==> src/spbd_pkg.sv <==
`timescale 1ns / 1ps
// Package: shared types, codes and the segment table of the status panel blink driver.
package spbd_pkg;

   typedef enum logic [1:0] {
      OP_SET     = 2'd0,
      OP_TICK    = 2'd1,
      OP_REFRESH = 2'd2,
      OP_NONE    = 2'd3
   } opcode_type;

   typedef enum logic [1:0] {
      MODE_OFF   = 2'd0,
      MODE_ON    = 2'd1,
      MODE_BLINK = 2'd2
   } mode_type;

   localparam logic [7:0] FAULT_FIRST  = 8'd101;
   localparam logic [7:0] FAULT_C      = 8'd112;
   localparam logic [7:0] FAULT_LAST   = 8'd113;
   localparam logic [7:0] CODE_BASE    = 8'd100;
   localparam logic [7:0] CODE_BASE2   = 8'd200;
   localparam logic [3:0] IDX_C        = 4'd13;
   localparam logic [3:0] IDX_D        = 4'd14;
   localparam logic [6:0] IDX_MAX      = 7'd14;
   localparam logic [7:0] SEG_BLANK    = 8'hFF;
   localparam logic [7:0] SEG_EIGHT    = 8'h80;
   localparam logic [7:0] BLUE_MASK    = 8'h7F;

   typedef struct packed {
      logic [1:0] opcode;
      logic [7:0] status_code;
   } req_type;

   typedef struct packed {
      logic       red_pin;
      logic [7:0] shift_levels;
      logic       shift_valid;
      logic       buzzer_pulse;
   } rsp_type;

   // Segment patterns, active low; bit 7 doubles as the blue lamp line.
   function automatic logic [7:0] seg_pattern(input logic [3:0] idx);
      logic [7:0] pat;
      case (idx)
         4'd0:    pat = 8'hF7;
         4'd1:    pat = 8'hBE;
         4'd2:    pat = 8'hC4;
         4'd3:    pat = 8'hA4;
         4'd4:    pat = 8'hB2;
         4'd5:    pat = 8'hA1;
         4'd6:    pat = 8'h81;
         4'd7:    pat = 8'hBC;
         4'd8:    pat = 8'h80;
         4'd9:    pat = 8'hB0;
         4'd10:   pat = 8'h90;
         4'd11:   pat = 8'h83;
         4'd12:   pat = 8'hFF;
         4'd13:   pat = 8'hC9;
         4'd14:   pat = 8'h86;
         default: pat = SEG_BLANK;
      endcase
      return pat;
   endfunction

endpackage

==> src/spbd_if.sv <==
`timescale 1ns / 1ps
// Interfaces: valid/ready channels for requests and responses.
interface spbd_req_if;
   logic             valid;
   logic             ready;
   spbd_pkg::req_type data;

   modport source  (output valid, output data, input ready);
   modport sink    (input valid, input data, output ready);
   modport monitor (input valid, input data, input ready);
endinterface

interface spbd_rsp_if;
   logic             valid;
   logic             ready;
   spbd_pkg::rsp_type data;

   modport source  (output valid, output data, input ready);
   modport sink    (input valid, input data, output ready);
   modport monitor (input valid, input data, input ready);
endinterface

==> src/status_panel_blink_driver.sv <==
`timescale 1ns / 1ps
// Top level: status panel blink driver (lamp modes, blink phases, refresh frames).
//
// Each request transfer (set status code, blink tick or refresh) yields exactly one
// response transfer from a single output register. The block takes one request per
// cycle: a new transfer is accepted whenever the output register is empty or its
// contents are being taken in the same cycle, so with a ready consumer the
// throughput is one item per clock. The panel state (lamp modes, segment pattern,
// blink phases, beep mark) updates at the edge where the request transfer completes.
// Refresh responses carry the red line level and the eight inverted data-line levels,
// MSB first; all other responses carry zeros there.
// There are no configuration registers; reset turns all lamps on with the digit showing 8.
module status_panel_blink_driver (
   input  logic              clock,
   input  logic              reset,
   spbd_req_if.sink          req_port,
   spbd_rsp_if.source        rsp_port
);

   // Panel state
   spbd_pkg::mode_type red_mode_ff,   red_mode_in;
   spbd_pkg::mode_type blue_mode_ff,  blue_mode_in;
   spbd_pkg::mode_type digit_mode_ff, digit_mode_in;
   logic               buzzer_blinks_ff, buzzer_blinks_in;
   logic [7:0]         segment_pattern_ff, segment_pattern_in;
   logic               red_phase_ff,  red_phase_in;
   logic               blue_dark_ff,  blue_dark_in;
   logic               digit_dark_ff, digit_dark_in;
   logic               beep_done_ff,  beep_done_in;

   // Output register
   logic               rsp_valid_ff, rsp_valid_in;
   spbd_pkg::rsp_type  rsp_data_ff,  rsp_data_in;

   logic               accept;
   logic [7:0]         code;
   logic [6:0]         code_rem;
   logic               is_fault;
   logic [3:0]         fault_idx;
   logic               red_blinks, blue_blinks, digit_blinks;
   logic [7:0]         frame;

   // Accept while the output register is free or draining this cycle.
   assign req_port.ready = !rsp_valid_ff || rsp_port.ready;
   assign accept         = req_port.valid && req_port.ready;

   assign rsp_port.valid = rsp_valid_ff;
   assign rsp_port.data  = rsp_data_ff;

   assign code = req_port.data.status_code;

   // Code mod 100 for an 8-bit value: at most one subtraction, of 100 or of 200.
   always_comb begin
      if (code >= spbd_pkg::CODE_BASE2) begin
         code_rem = 7'(code - spbd_pkg::CODE_BASE2);
      end else if (code >= spbd_pkg::CODE_BASE) begin
         code_rem = 7'(code - spbd_pkg::CODE_BASE);
      end else begin
         code_rem = code[6:0];
      end
   end

   assign is_fault = (code >= spbd_pkg::FAULT_FIRST) && (code <= spbd_pkg::FAULT_LAST);

   // Fault codes 112 and 113 skip the blank entry and land on C and d.
   always_comb begin
      if (code == spbd_pkg::FAULT_C) begin
         fault_idx = spbd_pkg::IDX_C;
      end else if (code == spbd_pkg::FAULT_LAST) begin
         fault_idx = spbd_pkg::IDX_D;
      end else begin
         fault_idx = code_rem[3:0];
      end
   end

   // Any mode other than off or on behaves as blink.
   assign red_blinks   = (red_mode_ff   != spbd_pkg::MODE_OFF) && (red_mode_ff   != spbd_pkg::MODE_ON);
   assign blue_blinks  = (blue_mode_ff  != spbd_pkg::MODE_OFF) && (blue_mode_ff  != spbd_pkg::MODE_ON);
   assign digit_blinks = (digit_mode_ff != spbd_pkg::MODE_OFF) && (digit_mode_ff != spbd_pkg::MODE_ON);

   always_comb begin
      // Hold state by default
      red_mode_in        = red_mode_ff;
      blue_mode_in       = blue_mode_ff;
      digit_mode_in      = digit_mode_ff;
      buzzer_blinks_in   = buzzer_blinks_ff;
      segment_pattern_in = segment_pattern_ff;
      red_phase_in       = red_phase_ff;
      blue_dark_in       = blue_dark_ff;
      digit_dark_in      = digit_dark_ff;
      beep_done_in       = beep_done_ff;
      rsp_data_in        = '0;
      frame              = spbd_pkg::SEG_BLANK;

      case (spbd_pkg::opcode_type'(req_port.data.opcode))
         spbd_pkg::OP_SET: begin
            if (is_fault) begin
               // Fault: red and digit blink, blue off, buzzer blinks except on the first fault.
               buzzer_blinks_in   = (code != spbd_pkg::FAULT_FIRST);
               digit_mode_in      = spbd_pkg::MODE_BLINK;
               red_mode_in        = spbd_pkg::MODE_BLINK;
               blue_mode_in       = spbd_pkg::MODE_OFF;
               segment_pattern_in = spbd_pkg::seg_pattern(fault_idx);
            end else begin
               buzzer_blinks_in = 1'b0;
               digit_mode_in    = spbd_pkg::MODE_ON;
               if (code_rem != '0) begin
                  red_mode_in  = spbd_pkg::MODE_ON;
                  blue_mode_in = spbd_pkg::MODE_ON;
               end else begin
                  red_mode_in  = spbd_pkg::MODE_BLINK;
                  blue_mode_in = spbd_pkg::MODE_OFF;
               end
               // Saturate indexes beyond the table to blank.
               if (code_rem <= spbd_pkg::IDX_MAX) begin
                  segment_pattern_in = spbd_pkg::seg_pattern(code_rem[3:0]);
               end else begin
                  segment_pattern_in = spbd_pkg::SEG_BLANK;
               end
            end
         end
         spbd_pkg::OP_TICK: begin
            if (red_blinks) begin
               red_phase_in = !red_phase_ff;
            end
            if (blue_blinks) begin
               blue_dark_in = !blue_dark_ff;
            end
            if (digit_blinks) begin
               if (digit_dark_ff) begin
                  // Blink-on edge of the digit: beep once per edge.
                  digit_dark_in = 1'b0;
                  if (!beep_done_ff) begin
                     beep_done_in             = 1'b1;
                     rsp_data_in.buzzer_pulse = buzzer_blinks_ff;
                  end
               end else begin
                  digit_dark_in = 1'b1;
                  beep_done_in  = 1'b0;
               end
            end
         end
         spbd_pkg::OP_REFRESH: begin
            case (red_mode_ff)
               spbd_pkg::MODE_OFF: rsp_data_in.red_pin = 1'b0;
               spbd_pkg::MODE_ON:  rsp_data_in.red_pin = 1'b1;
               default:            rsp_data_in.red_pin = !red_phase_ff;
            endcase
            // Settle steady lamps; blinking lamps keep their phase.
            if (blue_mode_ff == spbd_pkg::MODE_OFF) begin
               blue_dark_in = 1'b1;
            end else if (blue_mode_ff == spbd_pkg::MODE_ON) begin
               blue_dark_in = 1'b0;
            end
            if (digit_mode_ff == spbd_pkg::MODE_OFF) begin
               digit_dark_in = 1'b1;
            end else if (digit_mode_ff == spbd_pkg::MODE_ON) begin
               digit_dark_in = 1'b0;
            end
            frame = digit_dark_in ? spbd_pkg::SEG_BLANK : segment_pattern_ff;
            // Blue lamp shares bit 7 with the digit byte.
            if (!blue_dark_in) begin
               frame = frame & spbd_pkg::BLUE_MASK;
            end
            rsp_data_in.shift_levels = ~frame;
            rsp_data_in.shift_valid  = 1'b1;
         end
         default: begin
            // Unused opcode: drop, answer with zeros.
         end
      endcase
   end

   // Advance the valid flag: load on accept, clear once taken.
   always_comb begin
      if (accept) begin
         rsp_valid_in = 1'b1;
      end else if (rsp_port.ready) begin
         rsp_valid_in = 1'b0;
      end else begin
         rsp_valid_in = rsp_valid_ff;
      end
   end

   always_ff @(posedge clock) begin
      if (reset) begin
         red_mode_ff        <= spbd_pkg::MODE_ON;
         blue_mode_ff       <= spbd_pkg::MODE_ON;
         digit_mode_ff      <= spbd_pkg::MODE_ON;
         buzzer_blinks_ff   <= 1'b0;
         segment_pattern_ff <= spbd_pkg::SEG_EIGHT;
         red_phase_ff       <= 1'b0;
         blue_dark_ff       <= 1'b0;
         digit_dark_ff      <= 1'b0;
         beep_done_ff       <= 1'b0;
         rsp_valid_ff       <= 1'b0;
      end else begin
         rsp_valid_ff <= rsp_valid_in;
         if (accept) begin
            red_mode_ff        <= red_mode_in;
            blue_mode_ff       <= blue_mode_in;
            digit_mode_ff      <= digit_mode_in;
            buzzer_blinks_ff   <= buzzer_blinks_in;
            segment_pattern_ff <= segment_pattern_in;
            red_phase_ff       <= red_phase_in;
            blue_dark_ff       <= blue_dark_in;
            digit_dark_ff      <= digit_dark_in;
            beep_done_ff       <= beep_done_in;
         end
      end
   end

   // Payload register needs no reset.
   always_ff @(posedge clock) begin
      if (accept) begin
         rsp_data_ff <= rsp_data_in;
      end
   end

endmodule

==> src/flat_wrapper.sv <==
// flat-port wrapper written by rule: the top's interface ports become plain ports
module status_panel_blink_driver_flat 
  (clock, reset, req_port_valid, req_port_data, req_port_ready, rsp_port_valid, rsp_port_data, rsp_port_ready);
  spbd_req_if req_port_i ();
  spbd_rsp_if rsp_port_i ();
  input  logic clock;
  input  logic reset;
  input wire logic [$bits(req_port_i.valid)-1:0] req_port_valid;
  input wire logic [$bits(req_port_i.data)-1:0] req_port_data;
  output wire logic [$bits(req_port_i.ready)-1:0] req_port_ready;
  output wire logic [$bits(rsp_port_i.valid)-1:0] rsp_port_valid;
  output wire logic [$bits(rsp_port_i.data)-1:0] rsp_port_data;
  input wire logic [$bits(rsp_port_i.ready)-1:0] rsp_port_ready;
  assign req_port_i.valid = req_port_valid;
  assign req_port_i.data = req_port_data;
  assign req_port_ready = req_port_i.ready;
  assign rsp_port_valid = rsp_port_i.valid;
  assign rsp_port_data = rsp_port_i.data;
  assign rsp_port_i.ready = rsp_port_ready;
  status_panel_blink_driver u_core (.clock(clock), .reset(reset), .req_port(req_port_i), .rsp_port(rsp_port_i));
endmodule
==> config.mk <==
export PLATFORM = sky130hd
export DESIGN_NAME = status_panel_blink_driver_flat
export DESIGN_NICKNAME = d
export VERILOG_FILES = /design/src/spbd_pkg.sv /design/src/spbd_if.sv /design/src/status_panel_blink_driver.sv /design/src/flat_wrapper.sv
export SDC_FILE = /design/constraint.sdc
export NUM_CORES = 1
export LEC_CHECK = 0
export BUFFER_PORTS_ARGS = -buffer_cell sky130_fd_sc_hd__buf_2
export CORE_ASPECT_RATIO = 0.7
export CORE_MARGIN = 2
export CORE_UTILIZATION = 45
export DETAILED_ROUTE_END_ITERATION = 8
export SETUP_SLACK_MARGIN = 0.4
export SLEW_MARGIN = 0
export SYNTH_ARGS = -nofsm -noshare
export SYNTH_HDL_FRONTEND = slang
export SYNTH_SLANG_ARGS = --single-unit
==> constraint.sdc <==
create_clock -name clock -period 2.9 [get_ports clock]
set_input_delay 0.58 -clock clock [delete_from_list [all_inputs] [get_ports clock]]
set_output_delay 0.58 -clock clock [all_outputs]
set_load 0.1 [all_outputs]
### After elaboration in Yosys (flattened, before gate mapping)

Memories as Yosys holds them, arrays and structs flattened.
Cells that the tools add are included.

| operators by class | value |
|---|---|
| bitwise gates (word level) | 4 |
| reduce and logical (&&, ||, !) cells | 25 |
| $add $sub $neg | 2 |
| order comparisons | 5 |
| multiplexer cells | 31 |
| equal/unequal tests | 13 |

Operators with widths:

| operator | number |
|---|---|
| $mux W8 | 5 |
| $eq A8 B7 Y1 const B | 2 |
| $ge A8 B7 Y1 const B | 2 |
| $mux W1 | 15 |
| $mux W7 | 2 |
| $sub A7 B7 Y7 const B | 2 |
| $reduce_and A3 Y1 | 4 |
| $ne A2 B1 Y1 const B | 5 |
| $reduce_bool A2 Y1 | 5 |
| $eq A2 B1 Y1 const B | 4 |
| $ge A8 B8 Y1 const B | 1 |
| $le A8 B7 Y1 const B | 1 |
| $logic_not A2 Y1 | 4 |
| $mux W2 | 4 |
| $mux W4 | 2 |
| $ne A8 B7 Y1 const B | 1 |
| $not A8 Y8 | 1 |
| $le A7 B4 Y1 const B | 1 |
| $reduce_bool A7 Y1 | 1 |
| $pmux W1 S2 | 3 |
| $logic_and A1 B1 Y1 | 5 |
| $reduce_or A4 Y1 | 1 |
| $logic_not A1 Y1 | 3 |
| $not A1 Y1 | 3 |
| 3 further kinds | 3 |

| storage, ports and cells | value |
|---|---|
| word-level logic and storage cells | 96 |
| register bits | 31 |
| memories kept | 2 |
| output and inout port bits | 13 |
| memory bits (read-only) | 224 |
| input port bits | 14 |

Memories:

| name | depth | width | read ports | clocked after Yosys merged registers in | write ports | RTL line | RTL |
|---|---|---|---|---|---|---|---|
| (name not given) | 16 | 7 | 1 | 0 | 0 | spbd_pkg.sv:45 | `case (idx)` |
| (name not given) | 16 | 7 | 1 | 0 | 0 | spbd_pkg.sv:45 |  |

### Longest topological paths before layout

| depth | value |
|---|---|
| depth in word-level cells | 8 |
| depth in mapped cells | 11 |
| gate-level depth less buffers | 10 |

### Least setup slack after synthesis

No wires, ideal clock.

| path | value |
|---|---|
| path type | register -> register |
| from | reg u_core.rsp_valid_ff, in the netlist u_core.rsp_port.valid |
| to | reg u_core.segment_pattern_ff[4] |
| library setup time | 0.073 ns |
| period minus slack after synthesis | 3.051 ns |
| arrival time | 2.978 ns |
| cell stages (with the launch flop) | 8 |
| path buffers | 1 |
| data required time | 2.827 ns |
| setup slack | -0.151 ns |
| cells stage by stage | dfxtp_1 > nand2b_1 > nand2_1 > or3_1 > clkbuf_1 > nor2_1 > a32o_1 > nor3_2 |

| on the way | value |
|---|---|
| cells in the longest elaborated chain, start to end | 4 |

Ends and longest elaborated chain:

| item | RTL line | RTL |
|---|---|---|
| start: declaration | status_panel_blink_driver.sv:32 | `logic rsp_valid_ff, rsp_valid_in;` |
| start signal: assignment | status_panel_blink_driver.sv:198 | `rsp_valid_ff <= rsp_valid_in;` |
| $logic_not A1 Y1 | status_panel_blink_driver.sv:44 | `assign req_port.ready = !rsp_valid_ff \|\| rsp_port.ready;` |
| $logic_or A1 B1 Y1 | status_panel_blink_driver.sv:44 |  |
| via req_port_ready | flat_wrapper.sv:10 | `output wire logic [$bits(req_port_i.ready)-1:0] req_port_ready;` |
| $logic_and A1 B1 Y1 | status_panel_blink_driver.sv:45 | `assign accept = req_port.valid && req_port.ready;` |
| $reduce_and A2 Y1 (no source line) | -- |  |
| end signal: assignment | status_panel_blink_driver.sv:191 | `segment_pattern_ff <= spbd_pkg::SEG_EIGHT;` |
| end signal: assignment | status_panel_blink_driver.sv:204 | `segment_pattern_ff <= segment_pattern_in;` |
| end: declaration | status_panel_blink_driver.sv:25 | `logic [7:0] segment_pattern_ff, segment_pattern_in;` |

The timed path passes the listed nets, and every way through them passes these cells.
A chain may end at the register's enable or synchronous reset.

### Worst setup path in the final report

| path | value |
|---|---|
| from | in req_port_data[3] |
| to | reg u_core.segment_pattern_ff[1] |

| on the way | value |
|---|---|
| cells in the longest elaborated chain, start to end | 7 |
| elaborated cells on any way between the ends | 18 |
| classes of those cells | 2 x add/sub; 5 x order compare; 2 x eq/ne; 6 x mux; 1 x reduce/logical; 2 x memory |

Ends and longest elaborated chain:

| item | RTL line | RTL |
|---|---|---|
| start: declaration | flat_wrapper.sv:9 | `input wire logic [$bits(req_port_i.data)-1:0] req_port_data;` |
| $sub A7 B7 Y7 or $ge A8 B7 Y1 (tied branches) | status_panel_blink_driver.sv:57, status_panel_blink_driver.sv:56 |  |
| $mux W7 | status_panel_blink_driver.sv:56 | `end else if (code >= spbd_pkg::CODE_BASE) begin` |
| $mux W7 | status_panel_blink_driver.sv:54 | `if (code >= spbd_pkg::CODE_BASE2) begin` |
| $mux W4 | status_panel_blink_driver.sv:69 | `end else if (code == spbd_pkg::FAULT_LAST) begin` |
| $mux W4 | status_panel_blink_driver.sv:67 | `if (code == spbd_pkg::FAULT_C) begin` |
| $mem_v2 Z16 W7 | -- |  |
| $mux W8 (*) | status_panel_blink_driver.sv:97 | `if (is_fault) begin` |

Every way passes the cells marked *; elsewhere a longest branch is shown, timed or not.

==> key figures <==
Outcome
  • Outcome: finished clean

Global route
  • Largest net degree at the start of global routing: 17
  • Grt ovf: 0
  • Total Routing Usage GR: 0.2160
  • Antenna violations before repair: 0
  • Vias in the first global route: ~1800
  • First-pass GRT wire length: 8866 µm

Synth
  • Syn Area/Cell: 8.764 µm²
  • Async set-reset flop share out of synthesis: 0
  • Cells after synthesis: ~240
  • Synth cell count leaders: 23 x nor2_1, 18 x nand2_1, 16 x a21oi_1, 16 x dfxtp_1, 15 x ha_1
  • Sequential area share after synthesis: 0.3119
  • Synth Cell Area: 2086 µm²
  • Ys Warns: 0
  • Synth Register Bits: 27
  • Most frequent cell after synthesis: nor2_1
  • Post-synth top area share: 0.1584
  • Predominant post-synthesis flop cell: dfxtp_1
  • Post-synth net total: 267
  • Area leader, netlist: edfxtp_1
  • Yosys cell types: 69
  • Ranking of synthesized cells by area: edfxtp_1 16%, dfxtp_1 15%, ha_1 9.0%
  • Post-synth EDFFs: 11

Floorplanning
  • Initial Util: 0.4736
  • I/O pins: 27
  • Die width: around 85 µm
  • Area of the die: 5204 µm²
  • Die span in y: 60.96 µm
  • Core Footprint: roughly 4400 µm²
  • Core Rows: 20

Timing
  • Max_slew headroom: 0.5797
  • Final Slew Violations: 0
  • Clock period minus worst slack: 2588 ps
  • # setup viols final: 0
  • WHS: 458.7 ps
  • Final worst slack: 311.9 ps
  • Hold Violations, Final: 0
  • RSZ-0062 raised after global routing: true
  • Skew final: 2.906 ps
  • Period utilization: 0.8924
  • Least-Margin Pin Slew: 627.6 ps
  • Setup TNS: 0 ps
  • Fmax: approximately 390 MHz

Critical path
  • Worst r2r src: u_core.rsp_port.valid
  • Critical path, cell by cell: buf_8 > clkinvlp_4 > ha_4 > and2b_2 > a2111o_1 > o311ai_4 > mux4_2 > a22oi_2 > a21o_1
  • Worst setup EP type: register
  • Data arrival, critical path: about 2800 ps
  • Nature of the critical path startpoint: primary input
  • Req. time, crit path: 3120 ps
  • FF-to-FF path depth: 6
  • Worst reg2reg endpoint: u_core.segment_pattern_ff[0]
  • Worst path max stage delay: between 500 and 600 ps
  • Max FO, Critical Path: 6
  • Critical path class: in2reg
  • Register-to-register setup slack: 1150 ps
  • Crit-path slowest cell: mux4_2

Layout
  • Final Net Count: 319
  • Antenna cell count: 0
  • Layout cells sized above 1: 0.3841
  • Fin util: 0.6188
  • Layout fillers: ~400
  • Area Growth Syn to Fin: 30.65%

Route
  • DR vias/cell: 6.142
  • DR DRC count: 0
  • Routed WL: 5635 µm
  • Antenna Nets Post-Route: 0
  • Via count: between 2000 and 2500
  • Initial drt markers: 160
  • Routed WL per cell: roughly 16 µm
  • Router iterations before antenna repair: 4

Power and ir drop
  • Leak pwr: 1.116 nW
  • Power per cell area: ~380 nW/µm²
  • Max IR drop VDD: 0.0002872 V
  • Final total power: 1.049 mW

CTS
  • Clock Sinks: 27
  • Hold-fix buffers, CTS: 0
  • H-tree depth: 1
  • Clk_lat worst skew: 270 ps
  • Clock slew at reported path FFs: 80 ps
  • CTS Buf Count: 3
  • CTS Root Cell: clkbuf_8
  • CTS tree: built
  • Max clock buf depth: 2

Run
  • Max Cap Viol: 0

Hold path
  • HP Start: u_core.segment_pattern_ff[6]
  • Hold Path End: u_core.segment_pattern_ff[6]
  • Min-Delay Path Depth: 2
  • Hold WC Path Type: reg2reg

Placement
  • Place WS: 31.74 ps
  • PortBufs: 26
  • RePlAce Congestion: 0.8811
  • HPWL after DPL: 4134 µm
[area by class of cell]
type / instances / area, µm² / area share
Sequential cell: 27 / 651.9 / 0.2392
Inverter: 13 / 52.55 / 0.01928
Timing Repair Buffer: 59 / 399.1 / 0.1465
Tap cell: 55 / 68.82 / 0.02525
Multi-Input combinational cell: 186 / 1508 / 0.5533
Clock buffer: 4 / 45.04 / 0.01653
[logic make-up after synthesis]
family          count (synthesis)  share of synthesized area
flops                          27                     0.3119
xor+xnor                        1                   0.004200
mux                             4                    0.02760
buf+inv                        25                    0.05699
simple gates                   88                     0.2220
fa+ha+maj                      15                    0.08998
compound gates                 78                     0.2874
[worst max path at each step]
stage	from	end	slack [ps]	cells after the start
final	req_port_data[3]	u_core.segment_pattern_ff[1]	310	9
after global routing	req_port_data[3]	u_core.segment_pattern_ff[4]	260	11
after CTS	req_port_data[3]	u_core.segment_pattern_ff[5]	350	11
after detailed placement	req_port_data[3]	u_core.segment_pattern_ff[1]	30	10
after global placement	req_port_data[3]	u_core.segment_pattern_ff[1]	30	10
after floorplan	req_port_data[3]	u_core.segment_pattern_ff[1]	290	8
[routing by layer]
layer  vias to the layer above  routed length (µm)  track usage
met1                      1033                2783       0.3198
met3                         0                 410      0.06259
met4                         0                   0      0.01361
met2                        74                2441       0.3281
met5                         -                   0            0
li1                       1006                   -            -
[placed cells by master (no fill, tap or decap), drive strengths merged, types with 4 or more instances in the layout]
master   n
a211oi   7
a21oi   17
a31oi    4
buf     59
clkbuf   4
dfxtp   16
edfxtp  11
ha      15
inv     12
nand2   20
nand2b   5
nand3    6
nor2    23
nor3     8
nor3b    4
o21a     5
o21ai    6
o311ai   4
[through the flow]
stage               cell area, µm²  std cells
floorplan                     2165        238
finish                        2725        344
CTS                           2576        339
global placement              2456        330
global route                  2725        344
detailed placement            2456        330
[registers in the layout (all words and copies together), names as in the netlist]
register	cells
u_core.beep_done_ff	1
u_core.buzzer_blinks_ff	1
u_core.digit_dark_ff	1
u_core.digit_mode_ff	2
u_core.red_mode_ff	2
u_core.red_phase_ff	1
u_core.rsp_port.data	11
u_core.rsp_port.valid	1
u_core.segment_pattern_ff	7
[critical path: cells and delay by family]
family | cells | cell delay [ps]
buffers and inverters | 2 | 250
adder cells (fa/ha/maj) | 1 | 220
AO/OA/AOI/OAI | 4 | 950
AND/OR/NAND/NOR | 1 | 220
multiplexers | 1 | 580
[what timing repair did]
| item | CTS | global route |
|---|---|---|
| gates cloned | 0 | 0 |
| setup buffers | 5 | 5 |
| resized for setup | 5 | 25 |
| endpoints found under the setup margin | 6 | 9 |
| pin swaps | 1 | 12 |
[where the power goes]
part	total, mW	switching (mW)	leakage [nW]	internal, mW
sequential	0.423	0.00769	0.241	0.416
combinational	0.421	0.267	0.852	0.154
clock	0.205	0.106	0.0228	0.0982
Note: power is estimated with default switching activity, not from simulation.
